$ cat config.mk
export PLATFORM = sky130hd
export DESIGN_NAME = graphlet_vector_similarity_top
export DESIGN_NICKNAME = d
export VERILOG_FILES = /design/src/hdl/gvs_pkg.sv /design/src/hdl/gvs_mul.sv /design/src/hdl/gvs_div.sv /design/src/hdl/graphlet_vector_similarity_top.sv
export VERILOG_INCLUDE_DIRS = /design/src /design/src/hdl
export SDC_FILE = /design/constraint.sdc
export NUM_CORES = 2
export LEC_CHECK = 0
export BUFFER_PORTS_ARGS = -buffer_cell sky130_fd_sc_hd__buf_2
export CAP_MARGIN = 15
export CORE_AREA = 4 4 325 295
export CTS_CLUSTER_SIZE = 16
export DETAILED_ROUTE_END_ITERATION = 12
export DIE_AREA = 0 0 329 299
export PLACE_DENSITY = 0.82
export SLEW_MARGIN = 25
export SYNTH_ARGS = -nofsm -noshare
export SYNTH_HDL_FRONTEND = slang
export SYNTH_HIERARCHICAL = 1
export SYNTH_SLANG_ARGS = --single-unit
export TNS_END_PERCENT = 10
$ cat constraint.sdc
create_clock -name clk -period 26.7 [get_ports clk]
set_input_delay 2.67 -clock clk [delete_from_list [all_inputs] [get_ports clk]]
set_output_delay 2.67 -clock clk [all_outputs]
set_load 0.01 [all_outputs]
$ cat src/hdl/assert_macros.svh
`ifndef ASSERT_MACROS_SVH
`define ASSERT_MACROS_SVH
`ifndef ASSERT_OFF
`define ASSERT_IMPL(lbl, clk, rst_n, ante, cons) \
  lbl: assert property (@(posedge clk) disable iff (!rst_n) (ante) |-> (cons)) \
    else $error("assertion failed");
`define ASSERT_NEXT(lbl, clk, rst_n, ante, cons) \
  lbl: assert property (@(posedge clk) disable iff (!rst_n) (ante) |=> (cons)) \
    else $error("assertion failed");
`else
`define ASSERT_IMPL(lbl, clk, rst_n, ante, cons)
`define ASSERT_NEXT(lbl, clk, rst_n, ante, cons)
`endif
`endif

$ cat src/hdl/gvs_pkg.sv
`default_nettype none
package gvs_pkg;

  localparam int ORBIT_COUNT = 73;
  localparam int COUNT_WIDTH = 24;
  localparam int ORBIT_W = 7;
  localparam int CNT_W = 24;
  localparam int X_W = CNT_W + 1;
  localparam int LN_W = 21;
  localparam int Q_W = 17;
  localparam int DIV_W = 48;
  localparam int DVS_W = 23;
  localparam int STEP_W = 6;
  localparam logic [31:0] LN2_Q32 = 32'd2977044472;
  localparam int RATIO_STEPS = LN_W + 16;

  localparam logic [3:0] AFFECTED [73] = '{
    4'd1, 4'd2, 4'd2, 4'd2, 4'd3, 4'd4, 4'd3, 4'd3, 4'd4, 4'd3,
    4'd4, 4'd4, 4'd4, 4'd4, 4'd3, 4'd4, 4'd6, 4'd5, 4'd4, 4'd5,
    4'd6, 4'd6, 4'd4, 4'd4, 4'd4, 4'd5, 4'd7, 4'd4, 4'd6, 4'd6,
    4'd7, 4'd4, 4'd6, 4'd6, 4'd6, 4'd5, 4'd6, 4'd7, 4'd7, 4'd5,
    4'd7, 4'd6, 4'd7, 4'd6, 4'd5, 4'd5, 4'd6, 4'd8, 4'd7, 4'd6,
    4'd6, 4'd8, 4'd6, 4'd9, 4'd5, 4'd6, 4'd4, 4'd6, 4'd6, 4'd7,
    4'd8, 4'd6, 4'd6, 4'd8, 4'd7, 4'd6, 4'd7, 4'd7, 4'd8, 4'd5,
    4'd6, 4'd6, 4'd4
  };

  typedef struct packed {
    logic              start;
    logic [STEP_W-1:0] steps;
  } div_ctl_t;

  function automatic logic [63:0] ln_const(input logic [63:0] x);
    logic [63:0] xx;
    logic [63:0] m;
    logic [63:0] frac;
    logic [63:0] top;
    begin
      xx = (x == 64'd0) ? 64'd1 : x;
      top = 64'd0;
      for (int i = 1; i < 64; i++) begin
        if ((xx >> i) != 64'd0) top = 64'(i);
      end
      if (top <= 64'd30) m = xx << (64'd30 - top);
      else m = xx >> (top - 64'd30);
      frac = 64'd0;
      for (int i = 0; i < 16; i++) begin
        m = (m * m) >> 30;
        frac = frac << 1;
        if (m >= (64'd1 << 31)) begin
          m = m >> 1;
          frac = frac | 64'd1;
        end
      end
      ln_const = (((top << 16) | frac) * {32'd0, LN2_Q32} + (64'd1 << 31)) >> 32;
    end
  endfunction

  localparam logic [63:0] LN_N = ln_const(64'(ORBIT_COUNT));

  function automatic logic [Q_W-1:0] weight_const(input int k);
    logic [63:0] r;
    begin
      if (LN_N == 64'd0) begin
        weight_const = Q_W'(65536);
      end else begin
        r = (ln_const(64'(AFFECTED[k])) << 16) / LN_N;
        weight_const = (r >= 64'd65536) ? '0 : Q_W'(64'd65536 - r);
      end
    end
  endfunction

  typedef logic [ORBIT_COUNT-1:0][Q_W-1:0] wtab_t;

  function automatic wtab_t build_wtab();
    wtab_t t;
    begin
      for (int k = 0; k < ORBIT_COUNT; k++) t[k] = weight_const(k);
      build_wtab = t;
    end
  endfunction

  function automatic logic [DVS_W-1:0] total_const();
    logic [63:0] s;
    begin
      s = 64'd0;
      for (int k = 0; k < ORBIT_COUNT; k++) s = s + 64'(weight_const(k));
      total_const = DVS_W'(s);
    end
  endfunction

  localparam wtab_t W_TAB = build_wtab();
  localparam logic [DVS_W-1:0] TOTAL_WEIGHT = total_const();
  // floor(2^39 / total weight): quotient estimate low by at most one for sums below total
  localparam logic [31:0] RECIP_TW = 32'((64'd1 << 39) / {41'd0, TOTAL_WEIGHT});

endpackage
`default_nettype wire

$ cat src/hdl/gvs_mul.sv
`default_nettype none
module gvs_mul (
  input  wire logic [31:0] a,
  input  wire logic [31:0] b,
  output logic      [63:0] p
);
  assign p = {32'd0, a} * {32'd0, b};
endmodule
`default_nettype wire

$ cat src/hdl/gvs_div.sv
`default_nettype none
module gvs_div (
  input  wire logic                          clk,
  input  wire logic                          rst_n,
  input  wire gvs_pkg::div_ctl_t             ctl,
  input  wire logic [gvs_pkg::DIV_W-1:0]     dividend,
  input  wire logic [gvs_pkg::DVS_W-1:0]     divisor,
  output logic                               busy,
  output logic      [gvs_pkg::DIV_W-1:0]     quotient
);
  logic                          busy_r;
  logic [gvs_pkg::STEP_W-1:0]    cnt_r;
  logic [gvs_pkg::DVS_W-1:0]     rem_r;
  logic [gvs_pkg::DVS_W-1:0]     dvs_r;
  logic [gvs_pkg::DIV_W-1:0]     q_r;
  logic [gvs_pkg::DVS_W:0]       trial;
  logic                          bit_q;
  logic [gvs_pkg::DVS_W:0]       diff;

  always_comb begin
    trial = {rem_r, q_r[gvs_pkg::DIV_W-1]};
    bit_q = trial >= {1'b0, dvs_r};
    diff  = trial - {1'b0, dvs_r};
  end

  always_ff @(posedge clk) begin
    if (!rst_n) begin
      busy_r <= 1'b0;
      cnt_r  <= '0;
    end else if (ctl.start) begin
      busy_r <= 1'b1;
      cnt_r  <= ctl.steps;
    end else if (busy_r) begin
      cnt_r <= cnt_r - gvs_pkg::STEP_W'(1);
      if (cnt_r == gvs_pkg::STEP_W'(1)) busy_r <= 1'b0;
    end
  end

  always_ff @(posedge clk) begin
    if (ctl.start) begin
      rem_r <= '0;
      dvs_r <= divisor;
      q_r   <= dividend;
    end else if (busy_r) begin
      rem_r <= bit_q ? diff[gvs_pkg::DVS_W-1:0] : trial[gvs_pkg::DVS_W-1:0];
      q_r   <= {q_r[gvs_pkg::DIV_W-2:0], bit_q};
    end
  end

  assign busy     = busy_r;
  assign quotient = q_r;
endmodule
`default_nettype wire

$ cat src/hdl/graphlet_vector_similarity_top.sv
// Sequence: an accepted in-range request runs three logarithms on the shared 32x32 multiplier,
// then the bit-serial ratio divide, then the term that is added to the sum. A last request
// adds reciprocal multiply, correction and output load before out_valid.
// Flow: one request at a time, taken only while idle. A stalled result holds the block.
// An out-of-range request adds no term; when last it goes on to the reciprocal multiply.
// Reset: synchronous active-low rst_n clears the sequencer, the sum and the output valid.
`default_nettype none
`include "assert_macros.svh"
module graphlet_vector_similarity_top (
  input  wire logic                              clk,
  input  wire logic                              rst_n,
  input  wire logic                              in_valid,
  output logic                                   in_stall,
  input  wire logic [gvs_pkg::ORBIT_W-1:0]       in_orbit,
  input  wire logic [gvs_pkg::CNT_W-1:0]         in_count_a,
  input  wire logic [gvs_pkg::CNT_W-1:0]         in_count_b,
  input  wire logic                              in_last_orbit,
  output logic                                   out_valid,
  input  wire logic                              out_stall,
  output logic      [gvs_pkg::Q_W-1:0]           out_similarity
);
  localparam logic [3:0] S_IDLE  = 4'd0;
  localparam logic [3:0] S_NORM  = 4'd1;
  localparam logic [3:0] S_SQ    = 4'd2;
  localparam logic [3:0] S_CONV  = 4'd3;
  localparam logic [3:0] S_RDIV  = 4'd4;
  localparam logic [3:0] S_RWAIT = 4'd5;
  localparam logic [3:0] S_TERM  = 4'd6;
  localparam logic [3:0] S_FMUL  = 4'd7;
  localparam logic [3:0] S_FFIX  = 4'd8;
  localparam logic [3:0] S_OUT   = 4'd9;

  localparam logic [1:0] PH_A   = 2'd0;
  localparam logic [1:0] PH_B   = 2'd1;
  localparam logic [1:0] PH_DEN = 2'd2;

  logic [3:0]                    state_r, state_nxt;
  logic [1:0]                    phase_r;
  logic [3:0]                    sq_cnt_r;
  logic [gvs_pkg::ORBIT_W-1:0]   orbit_r;
  logic [gvs_pkg::CNT_W-1:0]     a_r, b_r;
  logic                          last_r;
  logic [30:0]                   m_r;
  logic [4:0]                    top_r;
  logic [15:0]                   frac_r;
  logic [gvs_pkg::LN_W-1:0]      la_r, lb_r, den_r;
  logic [gvs_pkg::Q_W-1:0]       ratio_r;
  logic [31:0]                   sum_r;
  logic [15:0]                   q0_r;
  logic [gvs_pkg::Q_W-1:0]       sim_r;
  logic                          out_valid_r;
  logic [gvs_pkg::Q_W-1:0]       out_sim_r;

  logic                          accept;
  logic                          in_range;
  logic [gvs_pkg::CNT_W-1:0]     cmax;
  logic [gvs_pkg::X_W-1:0]       x;
  logic [4:0]                    top;
  logic [30:0]                   m_norm;
  logic [31:0]                   mul_a, mul_b;
  logic [63:0]                   mul_p;
  logic [31:0]                   sq_t;
  logic [63:0]                   ln_full;
  logic [gvs_pkg::LN_W-1:0]      num;
  logic [17:0]                   term;
  logic [32:0]                   sum_add;
  logic                          fin_sat;
  logic [38:0]                   fin_rem;
  logic [gvs_pkg::Q_W-1:0]       weight;
  gvs_pkg::div_ctl_t             div_ctl;
  logic [gvs_pkg::DIV_W-1:0]     div_dividend;
  logic [gvs_pkg::DVS_W-1:0]     div_divisor;
  logic                          div_busy;
  logic [gvs_pkg::DIV_W-1:0]     div_q;
  logic                          out_load;

  assign in_stall = state_r != S_IDLE;
  assign accept   = in_valid && !in_stall;
  assign in_range = orbit_r < gvs_pkg::ORBIT_W'(gvs_pkg::ORBIT_COUNT);
  assign out_load = state_r == S_OUT && (!out_valid_r || !out_stall);

  always_comb begin
    cmax = (a_r > b_r) ? a_r : b_r;
    case (phase_r)
      PH_A:    x = {1'b0, a_r} + gvs_pkg::X_W'(1);
      PH_B:    x = {1'b0, b_r} + gvs_pkg::X_W'(1);
      default: x = {1'b0, cmax} + gvs_pkg::X_W'(2);
    endcase
    top = '0;
    for (int i = 0; i < gvs_pkg::X_W; i++) begin
      if (x[i]) top = 5'(i);
    end
    m_norm = {6'd0, x} << (5'd30 - top);
  end

  assign weight = gvs_pkg::W_TAB[orbit_r];

  always_comb begin
    case (state_r)
      S_SQ:    begin mul_a = {1'b0, m_r}; mul_b = {1'b0, m_r}; end
      S_CONV:  begin mul_a = {11'd0, top_r, frac_r}; mul_b = gvs_pkg::LN2_Q32; end
      S_TERM:  begin mul_a = {15'd0, weight}; mul_b = {15'd0, ratio_r}; end
      S_FMUL:  begin mul_a = {9'd0, sum_r[22:0]}; mul_b = gvs_pkg::RECIP_TW; end
      S_FFIX:  begin mul_a = {16'd0, q0_r}; mul_b = {9'd0, gvs_pkg::TOTAL_WEIGHT}; end
      default: begin mul_a = '0; mul_b = '0; end
    endcase
  end

  gvs_mul u_mul (.a(mul_a), .b(mul_b), .p(mul_p));

  always_comb begin
    sq_t    = mul_p[61:30];
    ln_full = mul_p + 64'h0000_0000_8000_0000;
    num     = (la_r > lb_r) ? la_r - lb_r : lb_r - la_r;
    term    = mul_p[33:16];
    sum_add = {1'b0, sum_r} + {15'd0, term};
    fin_sat = sum_r >= {9'd0, gvs_pkg::TOTAL_WEIGHT};
    fin_rem = {sum_r[22:0], 16'd0} - mul_p[38:0];
  end

  always_comb begin
    div_ctl      = '0;
    div_dividend = '0;
    div_divisor  = '0;
    if (state_r == S_RDIV) begin
      div_ctl.start = 1'b1;
      div_ctl.steps = gvs_pkg::STEP_W'(gvs_pkg::RATIO_STEPS);
      div_dividend  = {num, 27'd0};
      div_divisor   = {2'd0, den_r};
    end
  end

  gvs_div u_div (
    .clk(clk), .rst_n(rst_n), .ctl(div_ctl), .dividend(div_dividend),
    .divisor(div_divisor), .busy(div_busy), .quotient(div_q)
  );

  always_comb begin
    state_nxt = state_r;
    case (state_r)
      S_IDLE: begin
        if (accept) begin
          if (in_orbit < gvs_pkg::ORBIT_W'(gvs_pkg::ORBIT_COUNT)) state_nxt = S_NORM;
          else if (in_last_orbit) state_nxt = S_FMUL;
        end
      end
      S_NORM:  state_nxt = S_SQ;
      S_SQ:    if (sq_cnt_r == 4'd15) state_nxt = S_CONV;
      S_CONV:  state_nxt = (phase_r == PH_DEN) ? S_RDIV : S_NORM;
      S_RDIV:  state_nxt = S_RWAIT;
      S_RWAIT: if (!div_busy) state_nxt = S_TERM;
      S_TERM:  state_nxt = last_r ? S_FMUL : S_IDLE;
      S_FMUL:  state_nxt = S_FFIX;
      S_FFIX:  state_nxt = S_OUT;
      S_OUT:   if (out_load) state_nxt = S_IDLE;
      default: state_nxt = S_IDLE;
    endcase
  end

  always_ff @(posedge clk) begin
    if (!rst_n) begin
      state_r     <= S_IDLE;
      phase_r     <= PH_A;
      sq_cnt_r    <= '0;
      sum_r       <= '0;
      out_valid_r <= 1'b0;
    end else begin
      state_r <= state_nxt;
      if (accept) phase_r <= PH_A;
      else if (state_r == S_CONV) phase_r <= phase_r + 2'd1;
      if (state_r == S_NORM) sq_cnt_r <= '0;
      else if (state_r == S_SQ) sq_cnt_r <= sq_cnt_r + 4'd1;
      if (state_r == S_TERM) sum_r <= sum_add[32] ? 32'hFFFF_FFFF : sum_add[31:0];
      else if (out_load) sum_r <= '0;
      if (out_load) out_valid_r <= 1'b1;
      else if (!out_stall) out_valid_r <= 1'b0;
    end
  end

  always_ff @(posedge clk) begin
    if (accept) begin
      orbit_r <= in_orbit;
      a_r     <= in_count_a;
      b_r     <= in_count_b;
      last_r  <= in_last_orbit;
    end
    if (state_r == S_NORM) begin
      m_r    <= m_norm;
      top_r  <= top;
      frac_r <= '0;
    end else if (state_r == S_SQ) begin
      m_r    <= sq_t[31] ? sq_t[31:1] : sq_t[30:0];
      frac_r <= {frac_r[14:0], sq_t[31]};
    end
    if (state_r == S_CONV) begin
      case (phase_r)
        PH_A:    la_r  <= ln_full[52:32];
        PH_B:    lb_r  <= ln_full[52:32];
        default: den_r <= ln_full[52:32];
      endcase
    end
    if (state_r == S_RWAIT && !div_busy) ratio_r <= div_q[gvs_pkg::Q_W-1:0];
    if (state_r == S_FMUL) q0_r <= mul_p[38:23];
    if (state_r == S_FFIX) begin
      if (fin_sat) begin
        sim_r <= '0;
      end else if (fin_rem >= {16'd0, gvs_pkg::TOTAL_WEIGHT}) begin
        sim_r <= gvs_pkg::Q_W'(65536) - {1'b0, q0_r} - gvs_pkg::Q_W'(1);
      end else begin
        sim_r <= gvs_pkg::Q_W'(65536) - {1'b0, q0_r};
      end
    end
    if (out_load) out_sim_r <= sim_r;
  end

  assign out_valid      = out_valid_r;
  assign out_similarity = out_sim_r;

  `ASSERT_NEXT(a_busy_after_accept, clk, rst_n, accept && in_orbit < 7'd73, in_stall)
  `ASSERT_IMPL(a_out_from_busy, clk, rst_n, $rose(out_valid), $past(in_stall))
  `ASSERT_IMPL(a_no_range_skip, clk, rst_n, state_r == S_TERM, in_range)
endmodule
`default_nettype wire
==> results.json <==
{
  "slew_headroom_pct": 29.00,
  "post_cts_buffers": 0,
  "hp-class": "flop to flop",
  "worstSetupPathType": "flop to flop",
  "dr.pass1.iters": 7,
  "coreArea_sq_mm": 0.09244,
  "via_per_inst": 6.210,
  "crit_arrival_ns": 13.40,
  "hold_ws_ns": 0.4179,
  "post-route-min-period_ns": 13.05,
  "syn_to_final_growth_pct": 4.897,
  "syn_inst": 6733,
  "cp_max_fo": 59,
  "fin_nets": 7965,
  "ctsResizeCount": 0,
  "grt_max_degree": 64,
  "critPathLaunchType": "flop",
  "rsz0062_at_grt": "false",
  "yosysWarnings": 6,
  "dpl.hpwl_microns": 132500,
  "grt_pass1_vias": 50611,
  "p_leak_nw": 29.54,
  "dieArea_sq_mm": 0.09837,
  "placementRows": 106,
  "hold_buffers": 0,
  "end_kind": "flop",
  "clock.fmax_ghz": 0.07664,
  "drtAntennaViolNets": 0,
  "drt-initial-drc-count": 4673,
  "slew_violations": 0,
  "place_inst": 7795,
  "cts.sinks": 399,
  "io_buffer_count": 78,
  "crit_top_cell": "fa_1",
  "root_buffer": "clkbuf_16",
  "fin_setup_tns_ns": 0,
  "maxCapViolations": 0,
  "die_w_microns": 329,
  "post-route-period-util_pct": 48.87,
  "drive_gt1_share_pct": 6.885,
  "finalSetupViolCount": 0,
  "syn_area_sq_mm": 0.06129,
  "htree_levels": 2,
  "gp_congestion": 0.9848,
  "grt_usage_pct": 36.56,
  "cts_buffer_depth": 3,
  "cts_tree": "built",
  "wirelength_microns": 177200,
  "start_util_pct": 66.30,
  "chipHeight_microns": 299,
  "fin_util_pct": 69.55,
  "grt_pass1_wl_microns": 281700,
  "cts_inserted_buffers": 45,
  "power_density_mw_per_mm2": 76.83,
  "slowest_delay_ns": 0.67,
  "dr_total_vias": 48973,
  "clk_pin_slew_worst_paths_ns": 0.07,
  "synth_area_per_cell_sq_um": 9.103,
  "hold_violations": 0,
  "ios": 79,
  "fin_cells": 7886,
  "required_ns": 27.05,
  "tightest_slew_ns": 1.057,
  "overflow": 0,
  "routedWlPerCell_microns": 22.46,
  "peakVddDrop_mv": 0.06972,
  "fillers": 7111,
  "outcome": "finished, final reports clean",
  "clkLatencyLatePin_ns": 0.63,
  "drc_errors": 0,
  "antenna_found_initial": 7,
  "skew_ns": 0.06217,
  "slowest_stage": "o311ai_1"
}
-- path summary, 6_finish.rpt --
check | endpoint | depth (start not counted) | slack, ns | start
max | sim_r[9]$_SDFFCE_PP0P_ | 41 | 13.65 | state_r[2]$_SDFFE_PN0P_
min | out_similarity[5]$_DFFE_PP_ | 0 | 0.42 | sim_r[5]$_SDFFCE_PP0P_
max reg2reg | sim_r[9]$_SDFFCE_PP0P_ | 41 | 13.65 | state_r[2]$_SDFFE_PN0P_
min reg2reg | out_similarity[5]$_DFFE_PP_ | 0 | 0.42 | sim_r[5]$_SDFFCE_PP0P_
-- flip-flops by register name, indices dropped and copies added (netlist names), 21 cells and up --
name	flops
u_div/quotient	48
sum_r	32
m_r	31
a_r	24
b_r	24
u_div/dvs_r	23
u_div/rem_r	23
den_r	21
la_r	21
lb_r	21
-- where the power goes --
group          internal [mW]  switching, mW
Clock                  0.355          0.281
Sequential             0.874         0.0961
Combinational           1.11           2.22
Total                   2.34           2.60
-- cell type report --
cell class	instances	area, sq um	area share, %
Tap cell	1242	1554	2.417
Antenna cell	6	15.01	0.02335
Inverter	1056	3970	6.175
Sequential cell	399	10920	16.99
Clock inverter	31	344.1	0.5352
Timing Repair Buffer	179	1209	1.880
Multi-Input combinational cell	4921	45100	70.14
Clock buffer	52	1182	1.839
-- worst max-delay path: cells and delay by family, from the launching register on --
kind                     cells  cell delay (ns)
AO/OA/AOI/OAI                9             3.20
XOR/XNOR                     2             0.39
adder cells (fa/ha/maj)     10             4.54
buffers and inverters       10             2.13
flip-flops                   1             0.31
AND/OR/NAND/NOR             10             2.18
-- per-stage QoR --
| stage | area [sq um] | total power [mW] | worst slack, ns |
|---|---|---|---|
| floorplan | 61430 | 3.165 | 15.38 |
| global placement | 62660 | 4.138 | 14.20 |
| detailed placement | 62690 | 4.183 | 13.99 |
| CTS | 64220 | 4.848 | 13.94 |
| global route | 64290 | 5.240 | 13.02 |
| finish | 64290 | 4.940 | 13.65 |
-- cell usage in the layout, fill, tap and decap left out, types with 78 or more instances in the layout --
cell type / instances
a21oi_1: 319
and2_1: 640
buf_2: 78
buf_4: 98
dfxtp_1: 104
edfxtp_1: 293
fa_1: 899
ha_1: 403
inv_1: 1052
mux2i_1: 111
nand2_1: 750
nand3_1: 105
nor2_1: 264
o21ai_0: 161
xnor2_1: 163
-- routing by layer --
layer,GRT usage [%],vias up,wire [microns]
met5,0,-,8
met4,19.48,2,11890
met3,7.184,682,17230
met2,57.77,2575,80640
met1,47.90,24215,67380
li1,-,21499,-
Power figures use the tool's default switching activity.
